## src/hdl/scrv_pkg.sv

```systemverilog
// ----------------------------------------------------------------------------
// scrv_pkg
// shared constants and widths for the sphere radius vote block
// ----------------------------------------------------------------------------
package scrv_pkg;

    localparam int DEF_MAX_POINTS = 4096;
    localparam int DEF_MAX_BINS   = 64;

    localparam int COORD_W  = 24;
    localparam int SCALE_W  = 24;
    localparam int WEIGHT_W = 21;
    localparam int MUL_W    = 25;
    localparam int PROD_W   = 2 * MUL_W;
    localparam int SQ_IN_W  = 50;
    localparam int SQ_OUT_W = SQ_IN_W / 2;

    localparam logic [WEIGHT_W-1:0] WEIGHT_MAX = '1;
    localparam logic [8:0]          VOTE_ONE   = 9'd256;

    localparam logic [1:0] OP_LOAD     = 2'd0;
    localparam logic [1:0] OP_QUERY    = 2'd1;
    localparam logic [1:0] OP_CLEAR    = 2'd2;
    localparam logic [1:0] OP_RESERVED = 2'd3;

    localparam logic [1:0] REG_BIN_COUNT = 2'd0;
    localparam logic [1:0] REG_SCALE     = 2'd1;
    localparam logic [1:0] REG_BIN_WIDTH = 2'd2;

endpackage

```

## src/hdl/scrv_isqrt.sv

```systemverilog
// ----------------------------------------------------------------------------
// scrv_isqrt
// iterative integer square root, one result bit per cycle
// ----------------------------------------------------------------------------
module scrv_isqrt
    import scrv_pkg::*;
(
    input  logic                clk,
    input  logic                rst_n,
    input  logic                start,
    input  logic [SQ_IN_W-1:0]  radicand,
    output logic                done,
    output logic [SQ_OUT_W-1:0] root
);

    localparam int CNT_W = $clog2(SQ_OUT_W + 1);

    logic [SQ_IN_W-1:0]  val_reg;
    logic [27:0]         rem_reg;
    logic [SQ_OUT_W-1:0] root_reg;
    logic [CNT_W-1:0]    cnt_reg;
    logic                busy_reg;
    logic                done_reg;

    logic [29:0] rem_t;
    logic [29:0] trial;
    logic        ge;

    assign rem_t = {rem_reg, val_reg[SQ_IN_W-1 -: 2]};
    assign trial = {3'b000, root_reg, 2'b01};
    assign ge    = (rem_t >= trial);

    always_ff @(posedge clk or negedge rst_n)
    begin
        if (!rst_n)
        begin
            busy_reg <= 1'b0;
            done_reg <= 1'b0;
            cnt_reg  <= '0;
        end
        else
        begin
            done_reg <= 1'b0;
            if (start)
            begin
                busy_reg <= 1'b1;
                cnt_reg  <= '0;
            end
            else if (busy_reg)
            begin
                cnt_reg <= cnt_reg + 1'b1;
                if (cnt_reg == CNT_W'(SQ_OUT_W - 1))
                begin
                    busy_reg <= 1'b0;
                    done_reg <= 1'b1;
                end
            end
        end
    end

    always_ff @(posedge clk)
    begin
        if (start)
        begin
            val_reg  <= radicand;
            rem_reg  <= '0;
            root_reg <= '0;
        end
        else if (busy_reg)
        begin
            val_reg  <= {val_reg[SQ_IN_W-3:0], 2'b00};
            rem_reg  <= ge ? 28'(rem_t - trial) : rem_t[27:0];
            root_reg <= {root_reg[SQ_OUT_W-2:0], ge};
        end
    end

    assign done = done_reg;
    assign root = root_reg;

`ifndef SYNTHESIS
    a_done_after_busy: assert property (@(posedge clk) disable iff (!rst_n)
        done_reg |-> $past(busy_reg))
        else $error("root done without a running iteration");
`endif

endmodule

```

## config.mk

```make
export PLATFORM = sky130hd
export DESIGN_NAME = scrv_isqrt
export DESIGN_NICKNAME = d
export VERILOG_FILES = /design/src/hdl/scrv_pkg.sv /design/src/hdl/scrv_isqrt.sv
export SDC_FILE = /design/constraint.sdc
export NUM_CORES = 1
export LEC_CHECK = 0
export BUFFER_PORTS_ARGS = -buffer_cell sky130_fd_sc_hd__buf_4
export CORE_UTILIZATION = 45
export DETAILED_ROUTE_END_ITERATION = 8
export PLACE_DENSITY_LB_ADDON = 0.1
export SLEW_MARGIN = 10
export SYNTH_ARGS = -nofsm -noshare
export SYNTH_HDL_FRONTEND = slang
export SYNTH_SLANG_ARGS = --single-unit
```

## constraint.sdc

```tcl
create_clock -name clk -period 3.3 [get_ports clk]
set_input_delay 0 -clock clk [delete_from_list [all_inputs] [get_ports clk]]
set_output_delay 0 -clock clk [all_outputs]
set_load 0.005 [all_outputs]
```

==> results.sh, run 1 <==
export IMPL_outcome="finished clean"
export IMPL_drt_iter0_markers=199
export IMPL_drc=0
export IMPL_cp_startpoint="root[0]"
export IMPL_rows=41
export IMPL_relSlewSlack=0.309
export IMPL_slowest_stage="or3_1"
export IMPL_place_gp_congestion=0.814
export IMPL_ios=79
export IMPL_postCtsSetupBuffers=0
export IMPL_wirelength_um=12800
export IMPL_core_area_sq_um=12800
export IMPL_grt_antenna_before_repair=0
export IMPL_htree_levels=3
export IMPL_die_y_um=118
export IMPL_initial_core_util=0.470
export IMPL_yosys_area_top_type_share=0.249
export IMPL_synthCells=570
export IMPL_vdd_ir_drop_max_mv=0.420
export IMPL_synth_edff_count=50
export IMPL_port_buffers=78
export IMPL_min_from="start"
export IMPL_holdBufCountCts=52
export IMPL_yosys_warnings=0
export IMPL_leakagePower_nw=3.32
export IMPL_tns_ns=0
export IMPL_track_usage=0.191
export IMPL_grt_max_degree=111
export IMPL_synth_seq_area_share=0.455
export IMPL_ys_types=63
export IMPL_arrival_ns=3.21
export IMPL_final_cells=866
export IMPL_tritoncts="done"
export IMPL_placed_cells=798
export IMPL_endpoint_kind="flop"
export IMPL_fmax_ghz=0.339
export IMPL_synth_nets=652
export IMPL_clkTransAtPathRegs_ns=0.07
export IMPL_drv_slew=0
export IMPL_crit_fanout=26
export IMPL_syn_area_per_cell_sq_um=10.6
export IMPL_cap_violations=0
export IMPL_dp_hpwl_um=8220
export IMPL_max_slew_worst_pin_slew_ns=1.04
export IMPL_clockBufferDepth=2
export IMPL_die_width_um=118
export IMPL_crit_chain="inv_1 > ha_1 > and2b_1 > o31a_1 > o21ai_1 > a211o_1 > a21oi_4 > o2111ai_4 > nand2_4 > or3_1 > o311ai_1"
export IMPL_max_stage_delay_ns=0.43
export IMPL_synthArstFlopShare=0.0636
export IMPL_numCtsBuffers=9
export IMPL_crit_type="reg -> reg"
export IMPL_die_area_sq_um=13800
export IMPL_ys_seq_elements=110
export IMPL_required_ns=3.56
export IMPL_yosysTopAreaCell="edfxtp_1"
export IMPL_final_area_sq_um=7530
export IMPL_overflow=0
export IMPL_vias_per_cell=5.23
export IMPL_nNetsFinal=771
export IMPL_n_antenna_cell=0
export IMPL_holdWs_ns=0.150
export IMPL_vias=4531
export IMPL_rsz0062_at_grt="false"
export IMPL_fin_ws_ns=0.351
export IMPL_r2r_start="root[0]"
export IMPL_synthFlopType="dfxtp_1"
export IMPL_final_fill_count=1100
export IMPL_place_area_sq_um=6730
export IMPL_clk_latency_ns=0.36
export IMPL_fin_skew_ns=0.00816
export IMPL_synth_area_leaders="edfxtp_1 (25%), dfxtp_1 (18%), mux2_2 (9.0%)"
export IMPL_grt_pass1_vias=4516
export IMPL_ant_nets=0
export IMPL_final_util=0.587
export IMPL_syn2layout_area_growth_pct=25.0
export IMPL_min_period_over_period=0.894
export IMPL_syn_cell_area_sq_um=6020
export IMPL_setup_viol=0
export IMPL_finalHoldViolations=0
export IMPL_total_power_mw=5.72
export IMPL_place_ws_ns=0.365
export IMPL_wl_per_cell_um=14.8
export IMPL_holdCritPathClass="in -> reg"
export IMPL_grt_pass1_wl_um=21500
export IMPL_worst_setup_path_start_kind="flop"
export IMPL_largest_register_ffs=50
export IMPL_cts_sinks=110
export IMPL_finalCriticalPeriod_ns=2.95
export IMPL_power_density_nw_per_um2=760
export IMPL_drive_gt1_frac=0.232
export IMPL_cts_resized=0
export IMPL_dr_pass1_iters=4
export IMPL_clock_root_buffer="clkbuf_16"
[where the power goes]
group / internal (mW) / switching (mW) / leakage, nW / total (mW)
combinational: 1.35 / 1.52 / 2.12 / 2.87
clock: 0.527 / 0.530 / 0.138 / 1.06
sequential: 1.65 / 0.144 / 1.06 / 1.79
[critical path, delay by kind of cell, from the launching register on]
| family | cells | cell delay (ns) |
|---|---|---|
| AND/OR/NAND/NOR | 3 | 0.93 |
| AO/OA/AOI/OAI | 6 | 1.09 |
| flip-flops | 1 | 0.38 |
| adder cells (fa/ha/maj) | 1 | 0.37 |
| buffers and inverters | 1 | 0.06 |
[synthesized netlist by cell type, drive strengths merged (3+ instances only)]
cell,number
a311oi,6
ha,29
edfxtp,50
o211ai,3
a211oi,22
nand2,26
nor2,80
mux2i,42
dfxtp,53
clkbuf,20
a21oi,22
nand3,8
xnor2,12
o311ai,3
mux2,48
inv,34
nor3,5
a21o,14
xor2,12
nand4,4
o21ai,15
buf,6
or3,3
dfrtp,7
and2,6
nor4,3
o21a,5
[final timing paths]
check	cells past startpoint	to	slack, ns
min in group asynchronous	3	cnt_reg[0]	0.59
max in group asynchronous	3	busy_reg	2.44
setup reg to reg	11	rem_reg[0]	0.35
hold reg to reg	2	rem_reg[25]	0.50
setup / recovery	11	rem_reg[0]	0.35
hold / removal	3	cnt_reg[1]	0.15
[cells in the final DEF, fill, tap and decap left out, drive strengths merged, types with 2 or more instances in the layout]
cell type,synthesis,layout
o21a,5,5
and3,2,2
a22oi,2,2
or2,2,2
nand2,26,26
nand4,4,4
nor2,80,80
a21oi,22,22
or3,3,3
mux2i,42,42
dfxtp,53,53
a311o,2,2
inv,34,39
o21bai,2,2
xnor2,12,12
edfxtp,50,50
a311oi,6,6
nor4,3,3
clkbuf,20,10
dfrtp,7,7
o311ai,3,3
a211oi,22,22
nand3,8,8
buf,6,82
a21o,14,14
and2,6,6
ha,29,29
a31oi,2,2
dlygate4sd3,0,52
o21ai,15,15
o211ai,3,3
mux2,48,48
nor3,5,5
xor2,12,12
and4,2,2
[routing by layer]
metal | global-route usage | share of wire
met1 | 0.242 | 0.46
met2 | 0.319 | 0.49
met5 | 0 | 0
met4 | 0.0505 | 0.011
met3 | 0.0538 | 0.040
[final cells by class]
cell class / instances / area, sq um / area share
clock buffers: 10 / 229 / 0.0304
multi-input cells: 400 / 3020 / 0.401
well taps: 172 / 215 / 0.0286
flip-flops and latches: 110 / 2740 / 0.364
inverters: 34 / 128 / 0.0169
repair buffers: 134 / 1150 / 0.153
clock inverters: 6 / 50.0 / 0.00665
[logic make-up after synthesis]
kind of cell | synth area share
xor+xnor | 0.0349
simple gates | 0.113
flops | 0.455
buf+inv | 0.0438
compound gates | 0.134
fa+ha+maj | 0.0603
mux | 0.160
(Power assumes the default switching activity.)
==> inputs of run 2 (changes only) <==
Settings changed: RECOVER_POWER set to 25.
==> results.sh, run 2 (synthesis results as in run 1) <==
export IMPL_final_cells=866
export IMPL_initial_core_util=0.470
export IMPL_rsz0062_at_grt="false"
export IMPL_vdd_ir_drop_max_mv=0.422
export IMPL_leakagePower_nw=3.31
export IMPL_htree_levels=3
export IMPL_cp_startpoint="root[11]"
export IMPL_max_slew_worst_pin_slew_ns=1.03
export IMPL_tritoncts="done"
export IMPL_drv_slew=0
export IMPL_finalHoldViolations=0
export IMPL_vias_per_cell=5.26
export IMPL_holdCritPathClass="in -> reg"
export IMPL_wirelength_um=12800
export IMPL_placed_cells=798
export IMPL_drive_gt1_frac=0.231
export IMPL_internal_power_mw=3.53
export IMPL_crit_chain="inv_1 > ha_1 > and2_4 > and3_1 > a22oi_1 > and3b_1 > a21oi_4 > o2111ai_4 > nand2_4 > or3_1 > o311ai_1"
export IMPL_grt_antenna_before_repair=0
export IMPL_setup_viol=0
export IMPL_ios=79
export IMPL_tns_ns=0
export IMPL_grt_pass1_wl_um=21500
export IMPL_nNetsFinal=771
export IMPL_min_from="start"
export IMPL_layout_common_cells="nor2_1 (80), buf_4 (69), dfxtp_1 (53)"
export IMPL_largest_register_ffs=50
export IMPL_numCtsBuffers=9
export IMPL_core_area_sq_um=12800
export IMPL_switchingPower_mw=2.20
export IMPL_worst_setup_path_start_kind="flop"
export IMPL_fmax_ghz=0.338
export IMPL_sw_frac_of_total=0.383
export IMPL_place_gp_congestion=0.814
export IMPL_wl_per_cell_um=14.7
export IMPL_clkTransAtPathRegs_ns=0.07
export IMPL_fin_skew_ns=0.00808
export IMPL_required_ns=3.56
export IMPL_relSlewSlack=0.313
export IMPL_seq_power_share=0.313
export IMPL_die_area_sq_um=13800
export IMPL_cap_violations=0
export IMPL_n_antenna_cell=0
export IMPL_crit_type="reg -> reg"
export IMPL_endpoint_kind="flop"
export IMPL_grt_pass1_vias=4516
export IMPL_arrival_ns=3.21
export IMPL_cts_sinks=110
export IMPL_clk_latency_ns=0.36
export IMPL_total_power_mw=5.73
export IMPL_die_width_um=118
export IMPL_max_stage_delay_ns=0.43
export IMPL_die_y_um=118
export IMPL_postCtsSetupBuffers=0
export IMPL_clockBufferDepth=2
export IMPL_drc=0
export IMPL_final_util=0.587
export IMPL_outcome="finished clean"
export IMPL_holdBufCountCts=52
export IMPL_final_fill_count=1099
export IMPL_combPwrFrac=0.502
export IMPL_vias=4551
export IMPL_overflow=0
export IMPL_r2r_start="root[11]"
export IMPL_min_period_over_period=0.896
export IMPL_clock_root_buffer="clkbuf_16"
export IMPL_dp_hpwl_um=8220
export IMPL_place_area_sq_um=6730
export IMPL_slowest_stage="or3_1"
export IMPL_final_area_sq_um=7530
export IMPL_crit_fanout=26
export IMPL_cts_resized=0
export IMPL_grt_max_degree=111
export IMPL_drt_iter0_markers=226
export IMPL_rows=41
export IMPL_pwr_share_clk=0.185
export IMPL_ant_nets=0
export IMPL_final_common_cell="nor2_1"
export IMPL_track_usage=0.191
export IMPL_finalCriticalPeriod_ns=2.96
export IMPL_port_buffers=78
export IMPL_syn2layout_area_growth_pct=25.0
export IMPL_dr_pass1_iters=5
export IMPL_power_density_nw_per_um2=761
==> run 2: stage by stage <==
step           worst slack (ns)  hold WS (ns)
5_1_grt                  0.0974         0.234
2_1_floorplan             0.717        -0.296
3_3_place_gp              0.432        -0.185
3_5_place_dp              0.365        -0.182
4_1_cts                   0.341         0.203
6_report                  0.344         0.157
==> run 2: worst paths after layout <==
check / endpoint / slack [ns] / depth (start not counted)
max in group asynchronous: busy_reg / 2.44 / 3
worst min-delay path: cnt_reg[1] / 0.16 / 3
worst max register to register: rem_reg[0] / 0.34 / 11
min in group asynchronous: cnt_reg[0] / 0.59 / 3
worst min register to register: rem_reg[8] / 0.50 / 2
worst max-delay path: rem_reg[0] / 0.34 / 11
==> run 2: metal layers <==
layer  share of wire  global-route usage
met2            0.49               0.319
met1            0.46               0.242
met4           0.011              0.0505
met5               0                   0
met3           0.042              0.0538
==> run 2: layout make-up <==
class / count / area [sq um] / area share
multi-input combinational: 400 / 3020 / 0.401
sequential: 110 / 2740 / 0.364
timing repair buffer: 134 / 1140 / 0.152
clock buffer: 10 / 229 / 0.0304
tap: 172 / 215 / 0.0286
inverter: 34 / 128 / 0.0170
clock inverter: 6 / 50.0 / 0.00665
==> run 2: critical path, delay by kind of cell, from the launching register on <==
kind                     cells  cell delay [ns]
AO/OA/AOI/OAI                4             0.66
adder cells (fa/ha/maj)      1             0.36
buffers and inverters        1             0.06
flip-flops                   1             0.38
AND/OR/NAND/NOR              5             1.39
==> run 2: power by group through the flow <==
| stage | Clock [mW] | Combinational (mW) | Sequential [mW] |
|---|---|---|---|
| after global routing | 1.13 | 3.21 | 1.82 |
| after CTS | 1.09 | 2.86 | 1.80 |
| after floorplan | 0 | 2.33 | 1.78 |
| after detailed placement | 0 | 2.79 | 1.82 |
| final | 1.06 | 2.87 | 1.79 |
| after global placement | 0 | 2.77 | 1.82 |
